[config.mk]
export PLATFORM = sky130hd
export DESIGN_NAME = dma_tx_ring_chunker
export DESIGN_NICKNAME = d
export VERILOG_FILES = /design/src/dtrc_pkg.sv /design/src/dtrc_ram.sv /design/src/dtrc_front.sv /design/src/dtrc_back.sv /design/src/dma_tx_ring_chunker.sv
export SDC_FILE = /design/constraint.sdc
export NUM_CORES = 2
export LEC_CHECK = 0
export BUFFER_PORTS_ARGS = -buffer_cell sky130_fd_sc_hd__buf_2
export CORE_MARGIN = 3
export CORE_UTILIZATION = 40
export DETAILED_ROUTE_END_ITERATION = 12
export HOLD_SLACK_MARGIN = 0.05
export PLACE_DENSITY = 0.66
export SLEW_MARGIN = 20
export SYNTH_ARGS = -nofsm -noshare
export SYNTH_HDL_FRONTEND = slang
export SYNTH_SLANG_ARGS = --single-unit
export TNS_END_PERCENT = 10
[constraint.sdc]
create_clock -name clk -period 11.4 [get_ports clk]
set_input_delay 2.28 -clock clk [delete_from_list [all_inputs] [get_ports clk]]
set_output_delay 2.28 -clock clk [all_outputs]
set_load 0.01 [all_outputs]
[src/dtrc_pkg.sv]
// ----------------------------------------------------------------------------
// dtrc_pkg
// Shared types and codes for the transmit ring chunker.
// ----------------------------------------------------------------------------
package dtrc_pkg;

    localparam logic [1:0] CMD_PUT  = 2'd0;
    localparam logic [1:0] CMD_DONE = 2'd1;
    localparam logic [1:0] CMD_READ = 2'd2;

    localparam logic [1:0] OP_NOP  = 2'd0;
    localparam logic [1:0] OP_PUT  = 2'd1;
    localparam logic [1:0] OP_DONE = 2'd2;
    localparam logic [1:0] OP_READ = 2'd3;

    typedef struct packed {
        logic [1:0] kind;
        logic [7:0] data;
        logic [7:0] index;
    } op_t;

    typedef struct packed {
        logic       busy_res;
        logic [7:0] read_data;
        logic [7:0] launch_len;
        logic [7:0] launch_start;
        logic       launch;
        logic       accepted;
    } res_t;

    localparam int RES_W  = $bits(res_t);
    localparam int TDATA_W = ((RES_W + 7) / 8) * 8;

endpackage

[src/dtrc_ram.sv]
// ----------------------------------------------------------------------------
// dtrc_ram
// Generic simple dual-port RAM, one write and one registered read port.
// ----------------------------------------------------------------------------
module dtrc_ram #(
    parameter int WIDTH = 8,
    parameter int DEPTH = 256
) (
    input  logic                     clk,
    input  logic                     we,
    input  logic [$clog2(DEPTH)-1:0] waddr,
    input  logic [WIDTH-1:0]         wdata,
    input  logic [$clog2(DEPTH)-1:0] raddr,
    output logic [WIDTH-1:0]         rdata
);

    logic [WIDTH-1:0] mem_reg [DEPTH];
    logic [WIDTH-1:0] rdata_reg;

    always_ff @(posedge clk)
    begin
        if (we)
        begin
            mem_reg[waddr] <= wdata;
        end
        rdata_reg <= mem_reg[raddr];
    end

    assign rdata = rdata_reg;

endmodule

[src/dtrc_front.sv]
// ----------------------------------------------------------------------------
// dtrc_front
// Accept input beats, classify them and hold them in a two-entry queue.
// ----------------------------------------------------------------------------
module dtrc_front
    import dtrc_pkg::*;
#(
    parameter int RING_DEPTH = 256
) (
    input  logic       clk,
    input  logic       rst_n,
    input  logic       in_valid,
    output logic       in_ready,
    input  logic [1:0] in_cmd,
    input  logic [7:0] in_byte,
    input  logic [7:0] in_index,
    output logic       q_valid,
    output op_t        q_op,
    input  logic       q_pop
);

    op_t        entry_reg [2];
    op_t        new_op;
    logic       wr_ptr_reg;
    logic       rd_ptr_reg;
    logic [1:0] count_reg;
    logic [1:0] count_next;
    logic       push;

    always_comb
    begin
        new_op.data  = in_byte;
        new_op.index = in_index;
        case (in_cmd)
            CMD_PUT:  new_op.kind = OP_PUT;
            CMD_DONE: new_op.kind = OP_DONE;
            CMD_READ: new_op.kind = (32'(in_index) < RING_DEPTH) ? OP_READ : OP_NOP;
            default:  new_op.kind = OP_NOP;
        endcase
    end

    assign in_ready = (count_reg != 2'd2);
    assign push     = in_valid && in_ready;
    assign q_valid  = (count_reg != 2'd0);
    assign q_op     = entry_reg[rd_ptr_reg];

    always_comb
    begin
        count_next = count_reg;
        if (push && !(q_pop && q_valid))
        begin
            count_next = count_reg + 2'd1;
        end
        else if (!push && q_pop && q_valid)
        begin
            count_next = count_reg - 2'd1;
        end
    end

    always_ff @(posedge clk)
    begin
        if (push)
        begin
            entry_reg[wr_ptr_reg] <= new_op;
        end
    end

    always_ff @(posedge clk or negedge rst_n)
    begin
        if (!rst_n)
        begin
            wr_ptr_reg <= 1'b0;
            rd_ptr_reg <= 1'b0;
            count_reg  <= 2'd0;
        end
        else
        begin
            if (push)
            begin
                wr_ptr_reg <= ~wr_ptr_reg;
            end
            if (q_pop && q_valid)
            begin
                rd_ptr_reg <= ~rd_ptr_reg;
            end
            count_reg <= count_next;
        end
    end

endmodule

[src/dtrc_back.sv]
// ----------------------------------------------------------------------------
// dtrc_back
// Execute queued operations against the ring indices and the byte store.
// ----------------------------------------------------------------------------
module dtrc_back
    import dtrc_pkg::*;
#(
    parameter int RING_DEPTH = 256
) (
    input  logic       clk,
    input  logic       rst_n,
    input  logic       q_valid,
    input  op_t        q_op,
    output logic       q_pop,
    output logic       out_valid,
    input  logic       out_ready,
    output res_t       out_res
);

    localparam int IW = $clog2(RING_DEPTH);
    localparam logic [IW:0]   DEPTH_V = (IW + 1)'(RING_DEPTH);
    localparam logic [IW-1:0] LAST_IDX = IW'(RING_DEPTH - 1);

    localparam logic ST_IDLE = 1'b0;
    localparam logic ST_READ = 1'b1;

    logic          state_reg;
    logic          state_next;
    logic [IW-1:0] head_reg;
    logic [IW-1:0] head_next;
    logic [IW-1:0] tail_reg;
    logic [IW-1:0] tail_next;
    logic [IW-1:0] nhead_reg;
    logic [IW-1:0] nhead_next;
    logic          busy_reg;
    logic          busy_next;
    logic          out_valid_reg;
    logic          out_valid_next;
    res_t          res_reg;
    res_t          res_next;

    logic          issue;
    logic [IW-1:0] tail_bump;
    logic [IW-1:0] lh;
    logic [IW-1:0] lt;
    logic [IW:0]   len;
    logic [IW-1:0] lnh;
    logic          ram_we;
    logic [7:0]    ram_rdata;

    assign issue     = (state_reg == ST_IDLE) && q_valid && (!out_valid_reg || out_ready);
    assign q_pop     = issue;
    assign tail_bump = (tail_reg == LAST_IDX) ? '0 : tail_reg + IW'(1);
    assign ram_we    = issue && (q_op.kind == OP_PUT) && (tail_bump != head_reg);

    dtrc_ram #(
        .WIDTH (8),
        .DEPTH (RING_DEPTH)
    ) u_ram (
        .clk   (clk),
        .we    (ram_we),
        .waddr (tail_reg),
        .wdata (q_op.data),
        .raddr (IW'(q_op.index)),
        .rdata (ram_rdata)
    );

    always_comb
    begin
        if (q_op.kind == OP_PUT)
        begin
            lh = head_reg;
            lt = tail_bump;
        end
        else
        begin
            lh = nhead_reg;
            lt = tail_reg;
        end
        if (lh < lt)
        begin
            len = {1'b0, lt} - {1'b0, lh};
            lnh = lt;
        end
        else
        begin
            len = DEPTH_V - {1'b0, lh};
            lnh = '0;
        end
    end

    always_comb
    begin
        state_next     = state_reg;
        head_next      = head_reg;
        tail_next      = tail_reg;
        nhead_next     = nhead_reg;
        busy_next      = busy_reg;
        out_valid_next = out_valid_reg && !out_ready;
        res_next       = res_reg;

        if (issue)
        begin
            res_next = '0;
            case (q_op.kind)
                OP_PUT:
                begin
                    if (tail_bump != head_reg)
                    begin
                        tail_next         = tail_bump;
                        res_next.accepted = 1'b1;
                        if (!busy_reg)
                        begin
                            busy_next             = 1'b1;
                            nhead_next            = lnh;
                            res_next.launch       = 1'b1;
                            res_next.launch_start = 8'(lh);
                            res_next.launch_len   = 8'(len);
                        end
                    end
                end
                OP_DONE:
                begin
                    if (busy_reg)
                    begin
                        head_next = nhead_reg;
                        busy_next = 1'b0;
                        if (nhead_reg != tail_reg)
                        begin
                            busy_next             = 1'b1;
                            nhead_next            = lnh;
                            res_next.launch       = 1'b1;
                            res_next.launch_start = 8'(lh);
                            res_next.launch_len   = 8'(len);
                        end
                    end
                end
                default:
                begin
                end
            endcase
            res_next.busy_res = busy_next;
            if (q_op.kind == OP_READ)
            begin
                state_next = ST_READ;
            end
            else
            begin
                out_valid_next = 1'b1;
            end
        end
        else if (state_reg == ST_READ)
        begin
            res_next.read_data = ram_rdata;
            res_next.busy_res  = busy_reg;
            out_valid_next     = 1'b1;
            state_next         = ST_IDLE;
        end
    end

    always_ff @(posedge clk)
    begin
        res_reg <= res_next;
    end

    always_ff @(posedge clk or negedge rst_n)
    begin
        if (!rst_n)
        begin
            state_reg     <= ST_IDLE;
            head_reg      <= '0;
            tail_reg      <= '0;
            nhead_reg     <= '0;
            busy_reg      <= 1'b0;
            out_valid_reg <= 1'b0;
        end
        else
        begin
            state_reg     <= state_next;
            head_reg      <= head_next;
            tail_reg      <= tail_next;
            nhead_reg     <= nhead_next;
            busy_reg      <= busy_next;
            out_valid_reg <= out_valid_next;
        end
    end

    assign out_valid = out_valid_reg;
    assign out_res   = res_reg;

endmodule

[src/dma_tx_ring_chunker.sv]
// ----------------------------------------------------------------------------
// dma_tx_ring_chunker
// Transmit byte ring that hands a DMA engine contiguous chunks.
// ----------------------------------------------------------------------------
// Each input beat is a put, a transfer done or a read, and yields exactly one
// result beat. The ring holds RING_DEPTH-1 bytes; a put on an idle ring
// launches a chunk that runs to the tail or to the end of the buffer. Put,
// done and unused commands finish as they issue in the execution stage; a
// read waits in a read state for the registered read port of the byte store.
// A two-entry queue sits between the input stage and the execution stage, and
// the result register frees in the cycle it is taken. The store needs no
// clearing pass; reading a slot never written returns an undefined byte.
// ----------------------------------------------------------------------------
module dma_tx_ring_chunker
    import dtrc_pkg::*;
#(
    parameter int RING_DEPTH = 256
) (
    input  logic               clk,
    input  logic               rst_n,
    input  logic               s_axis_tvalid,
    output logic               s_axis_tready,
    input  logic [15:0]        s_axis_tdata,  // byte_in, read_index
    input  logic [1:0]         s_axis_tuser,  // cmd
    output logic               m_axis_tvalid,
    input  logic               m_axis_tready,
    // accepted, launch, launch_start, launch_len, read_data, busy_res
    output logic [TDATA_W-1:0] m_axis_tdata
);

    logic q_valid;
    op_t  q_op;
    logic q_pop;
    res_t out_res;

    dtrc_front #(
        .RING_DEPTH (RING_DEPTH)
    ) u_front (
        .clk      (clk),
        .rst_n    (rst_n),
        .in_valid (s_axis_tvalid),
        .in_ready (s_axis_tready),
        .in_cmd   (s_axis_tuser),
        .in_byte  (s_axis_tdata[7:0]),
        .in_index (s_axis_tdata[15:8]),
        .q_valid  (q_valid),
        .q_op     (q_op),
        .q_pop    (q_pop)
    );

    dtrc_back #(
        .RING_DEPTH (RING_DEPTH)
    ) u_back (
        .clk       (clk),
        .rst_n     (rst_n),
        .q_valid   (q_valid),
        .q_op      (q_op),
        .q_pop     (q_pop),
        .out_valid (m_axis_tvalid),
        .out_ready (m_axis_tready),
        .out_res   (out_res)
    );

    assign m_axis_tdata = TDATA_W'(out_res);

endmodule
# Word level (Yosys, flattened, before mapping)
# Memory sizes are Yosys's and may differ from the RTL's. A register that Yosys moved wholly into a read port is not among the register bits.
# Cells that the tools add are included.
[totals]
ff_bits = 58
ram_bits = 2084
output_inout_bits = 34
n_memories = 2
[mem_list]
columns = ["memory", "words", "width", "rd", "rd_clocked_by_memory_dff", "write_ports", "line", "text"]
rows = [
  ["u_back.u_ram.mem_reg", 256, 8, 1, 1, 1, "dtrc_ram.sv:17", "logic [WIDTH-1:0] mem_reg [DEPTH];"],
  ["u_front.entry_reg", 2, 18, 1, 0, 1, "dtrc_front.sv:22", "op_t entry_reg [2];"],
]
[classes]
addsub = 5
magnitude_cmp = 1
eq_ne = 14
n_mux = 33
bitwise = 3
reduce_logical = 23
[ops]
columns = ["op", "count"]
rows = [
  ["8-bit two-way mux", 9],
  ["17-bit two-way mux", 3],
  ["17-bit case mux with 2 select lines", 1],
  ["18-bit two-way mux", 1],
  ["9-bit two-way mux", 2],
  ["8-bit inequality test", 2],
  ["8-bit case mux with 2 select lines", 1],
  ["1-bit two-way mux", 12],
  ["1-bit logical AND", 10],
  ["8-bit by 1-bit adder with 8-bit output, second input constant", 1],
  ["8-bit == test, second input constant", 1],
  ["8-bit less-than comparator", 1],
  ["2-bit nonzero test", 4],
  ["1-bit by 8-bit subtractor with 8-bit output, first input constant", 1],
  ["8-bit subtractor", 1],
  ["2-bit == test, second input constant", 3],
  ["2-bit by 1-bit inequality test with 1-bit output, second input constant", 3],
  ["2-bit inequality test, second input constant", 3],
  ["2-bit case mux with 3 select lines", 1],
  ["3-bit AND reduction", 2],
  ["6-bit AND reduction", 1],
  ["2-bit by 1-bit == test with 1-bit output, second input constant", 2],
  ["1-bit zero test", 4],
  ["2-bit two-way mux", 2],
  ["other kinds (6)", 8],
]

# Depth between registers and ports, before layout
[logic_depth]
depth_word = 8
depth_mapped = 22
mapped_depth_nobuf = 16

# Cells and area by module
# Synthesis repeated with hierarchy kept, for this count alone.
[hier_totals]
hier_cells = 4168
hier_area_um2 = 84782.6
[modules_own_cells]
columns = ["mod", "n_inst", "cells_each", "area_each_um2"]
rows = [
  ["dtrc_ram", 1, 3733, 79556.3],
  ["dtrc_back", 1, 345, 3583.4],
  ["dtrc_front", 1, 84, 1601.5],
  ["dma_tx_ring_chunker", 1, 6, 41.3],
]

# Worst setup path after synthesis
# Ideal clock, no wire load.
[synth_timing]
path_type = "register -> register"
startpoint = "register u_front.rd_ptr_reg"
endpoint = "register u_back.res_reg, in the netlist u_back.out_res[11] (data pin)"
arrival_ps = 5438
setup_slack_ps = 5705
path_stages_with_launch = 21
n_path_buf = 7
cell_sequence = "dfrtp_1 -> buf_6 -> buf_2 -> buf_1 -> clkbuf_1 -> mux2i_1 -> ha_1 -> buf_1 -> clkbuf_1 -> mux2i_1 -> ha_1 -> inv_1 -> fa_1 -> a21o_1 -> a21oi_1 -> nor3_1 -> o41a_1 -> o21ai_1 -> clkbuf_1 -> mux2i_1 -> nor2_1"
[synth_between]
elab_chain_len = 8
elab_cells_between_ends = 14
classes_between = "add/sub: 2; order compare: 1; eq/ne: 2; mux: 8; memory: 1"
[synth_lines]
columns = ["element", "line", "text"]
rows = [
  ["from (decl)", "dtrc_front.sv:25", "logic rd_ptr_reg;"],
  ["from (signal assigned)", "dtrc_front.sv:84", "rd_ptr_reg <= ~rd_ptr_reg;"],
  ["memory read 2 x 18 bit *", "--", ""],
  ["2-bit by 1-bit == test with 1-bit output", "dtrc_back.sv:70, dtrc_back.sv:105", ""],
  ["8-bit two-way mux", "dtrc_back.sv:70", "if (q_op.kind == OP_PUT)"],
  ["1-bit by 8-bit subtractor with 8-bit output (tied with other cells)", "dtrc_back.sv:87", "len = DEPTH_V - {1'b0, lh};"],
  ["8-bit two-way mux", "dtrc_back.sv:80", "if (lh < lt)"],
  ["17-bit two-way mux (on tied branches)", "dtrc_back.sv:128, dtrc_back.sv:112", ""],
  ["17-bit two-way mux / 18-bit two-way mux (equally long branches)", "dtrc_back.sv:124, dtrc_back.sv:108", ""],
  ["17-bit case mux with 2 select lines *", "dtrc_back.sv:105", "case (q_op.kind)"],
  ["to (signal assigned)", "dtrc_back.sv:163", "res_reg <= res_next;"],
  ["to (decl)", "dtrc_back.sv:39", "res_t res_reg;"],
]
# Every way passes the cells marked *; elsewhere a longest branch is shown, timed or not.
# A chain may end at the register's enable or synchronous reset.

# Worst setup path after layout
[layout_timing]
startpoint = "register u_front.rd_ptr_reg"
endpoint = "register u_back.u_ram.rdata_reg[0], in the netlist u_back.u_ram.rdata[0] (read register of u_back.u_ram.mem_reg)"
[layout_between]
elab_chain_len = 1
[layout_lines]
columns = ["element", "line", "text"]
rows = [
  ["memory read 2 x 18 bit", "--", ""],
  ["to (decl)", "dtrc_ram.sv:18", "logic [WIDTH-1:0] rdata_reg;"],
]
# Every way passes these cells.

==> metrics <==
status=complete, no violations; number of hold buffers added after CTS=0; final-stage net count=roughly 5.9k; Data arrival, critical path=between 6000 and 7000 ps; Post-Synthesis Cell Area=86,400 um^2; critical path endpoint category=register; power dissipated by switching net loads=~9 mW; commonest non-fill, non-tap cell in the layout=edfxtp_1; simple-gate area share of the yosys netlist=0.09369; GRT busiest layer=met2; WS Path Type=reg -> reg; fraction of synthesized area in multiplexers=0.07314; final setup violation count=0; share of power burned in the clock network=0.276; top cells by area in the synthesized netlist=edfxtp_1, nand2_1, mux2i_1; port buffer count=50; leakage power=31.75 nW; proportion of netlist area held by the largest area contributor=0.7309; cell type of the slowest stage on the worst timing path=a2111oi_0; final hold violations=0; Clock Tree Root=clkbuf_16; initial antenna violation count=26; combinational family with the most area after synthesis=simple AND/OR/NAND/NOR gates; share of synthesized area occupied by flip-flops and latches=0.7436; grt met3 use=0.06315; count of warnings emitted by yosys=0; number of top-level design ports=between 50 and 60; total internal power=between 15 and 20 mW; met2 track utilization from global routing=0.3314; post-route antenna net violation count=0; category of cells accounting for the largest share of critical-path delay=buffers and inverters; Num Clock Sinks=between 2k and 2.5k; end-of-flow core utilization=0.4521; Gate Count Post-Synth=between 5k and 6k; fin crit share=0.5102; area of the placeable core=~210,000 um^2; FFs w/ async S/R, synth=0.01442; Flop pwr share=0.403; Final Skew=around 53 ps; global-route total usage across every layer=0.2198; Cell Chain, Critical Path=buf_4 > mux2_8 > buf_4 > buf_4 > mux4_2 > a2111oi_0 > or3_1 > nand3_1 > a41oi_1 > nand4_1; clock tree from TritonCTS=done; number of different library cells in the post-synthesis netlist=76; count of H-tree levels built during CTS=4; Worst Tran Pin Value=about 1300 ps; Placed Area=around 90,000 um^2; Largest register FFs=2,048; adder-cell share of the synthesized area=0.002693; Site Rows=about 170; clock latency on the worst-skew pair=850 ps; Final Wtd Congestion=between 0.8 and 0.9; count of instances resized after the clock tree is built=0; VDD IR max=approximately 0.00035 V; timing-limited maximum frequency=about 0.17 GHz; maximum number of pins on one net before global-route repair=149; buffers and inverters on the worst path=3; met1 Resource Use GR=0.3000; area added between synthesis and finish=11.65%; total number of vias=between 50k and 60k; proportion of layout cells with a drive suffix above 1=0.1015; Worst Setup Start Kind=register; number of flops mapped to enable cells by yosys=about 2.1k; required time reported for the critical path endpoint=12,080 ps; remaining routing DRC violations=0; power density over cell area=between 200 and 300 nW/um^2; Total Wirelength=250,500 um; Clock transition at path regs=roughly 60 ps; switching power share of the total=0.3631; delay of the slowest critical-path stage=approximately 740 ps; initial core utilization=0.4050; routed wirelength normalized by instance count=between 20 and 30 um; width of the die=approximately 470 um; cell repeated most along the worst path=buf_4; 1st-iter DRT viols=roughly 8.3k; post-synth top area cell=edfxtp_1; remaining global-route overflow=0; final standard cell area without fillers=96,470 um^2; post-layout minimum cycle time=roughly 5800 ps; Critical Path Fanout Max=between 80 and 90; flops & latches, synth=approximately 2.2k; RSZ-0062 raised after global routing=false; accumulated negative setup slack=0 ps; Total Die Area=221,600 um^2; Synth Flop Type=edfxtp_1; share of total power in combinational logic=0.322; Bufs on Longest Clock Path=3; fraction of the mapped netlist area in compound gates=0.06031; highest-count cells in the layout ignoring fill and taps=edfxtp_1, nand2_1, mux2i_1; worst hold path class=reg -> reg; Worst slew margin=0.1412; post-detailed-placement half-perimeter wirelength=about 150,000 um; post-synthesis share of cell area spent on xor and xnor gates=0.004228; Pins Over Slew Limit=0; setup repair bufs after CTS=0; router iterations before antenna repair=8; die boundary height=roughly 470 um; cts bufs inserted=approximately 210; wire length of the first global-routing pass=360,300 um; max_cap viols=0; mean number of vias per cell=around 6; number of filler cells placed in the layout=roughly 18k; Mapped Avg Cell Area=~15 um^2; vias in the first global route=between 50k and 60k
path summary, 6_finish.rpt:
check	start	slack (ps)	cells past startpoint	end
worst max-delay path	u_front.rd_ptr_reg	5580	10	u_back.u_ram.rdata[0]
worst min register to register	u_back.out_res[20]	500	2	u_back.out_res[20]
worst max register to register	u_front.rd_ptr_reg	5580	10	u_back.u_ram.rdata[0]
min in group asynchronous	rst_n	1490	1	u_back.nhead_reg[3]
max in group asynchronous	rst_n	9400	1	u_front.rd_ptr_reg
worst min-delay path	u_back.out_res[20]	500	2	u_back.out_res[20]
cell families (layout without fill, tap and decap cells):
| group | count (synthesis) | after routing |
|---|---|---|
| DFF | 2150 | 2150 |
| other | 1 | 15 |
| xor gates and xnor gates | 40 | 40 |
| adders and majority gates | 18 | 18 |
| and+or+nand+nor | 1918 | 1918 |
| buffers and inverters | 399 | 575 |
| muxes | 510 | 510 |
| AOI/OAI and AO/OA | 795 | 795 |
stage by stage:
step | hold slack, ps | worst slack [ps] | total power [mW] | cells
floorplan | 440.7 | 5705 | 14.85 | 5835
global placement | 479.0 | 5900 | 17.92 | 8445
detailed placement | 483.1 | 5824 | 18.01 | 8445
CTS | 498.4 | 5746 | 24.78 | 8832
global route | 532.7 | 5533 | 25.61 | 8833
finish | 499.9 | 5584 | 24.87 | 8842
power groups by stage:
stage          logic (mW)  registers, mW  clock network, mW
2_1_floorplan        4.68           10.2                  0
3_3_place_gp         7.75           10.2                  0
3_5_place_dp         7.84           10.2                  0
4_1_cts              7.87           10.0               6.90
5_1_grt              8.36           10.0               7.21
6_report             8.00           10.0               6.85
synthesized netlist by cell type (16+ instances only):
cell type,instances
a2111oi_0,37
a211oi_1,25
a21oi_1,262
a311oi_1,32
a31oi_1,50
and3_1,51
buf_1,50
buf_2,152
buf_4,52
clkbuf_1,117
dfrtp_1,31
dfxtp_1,16
edfxtp_1,2103
ha_1,17
inv_1,22
mux2_2,27
mux2i_1,388
mux4_2,94
nand2_1,1063
nand3_1,322
nand4_1,32
nor2_1,321
nor3_1,63
o21ai_0,93
o221ai_1,96
o22ai_1,103
xnor2_1,29
worst register-to-register path, stage by stage, from the launching register on:
cell and delay, ps:
dfrtp_2 510, buf_4 650, mux2_8 770, buf_4 620, buf_4 730, mux4_2 480
a2111oi_0 740, or3_1 260, nand3_1 160, a41oi_1 570, nand4_1 170
routing by layer:
layer | vias up | share of wire
met3 | 578 | 0.12
met5 | - | 0.00049
met1 | 26610 | 0.39
met4 | 18 | 0.043
met2 | 3432 | 0.45
li1 | 22270 | -
area by class of cell:
class,instances,area (um^2),area share
Sequential cell,2150,64250,0.6660
Inverter,22,82.58,0.0008560
Timing Repair Buffer,166,1246,0.01292
Antenna cell,10,25.02,0.0002594
Multi-Input combinational cell,3286,20560,0.2132
Tap cell,2821,3530,0.03659
Clock inverter,116,1165,0.01208
Clock buffer,271,5607,0.05812
No activity file was read; power rests on OpenSTA's default activity.
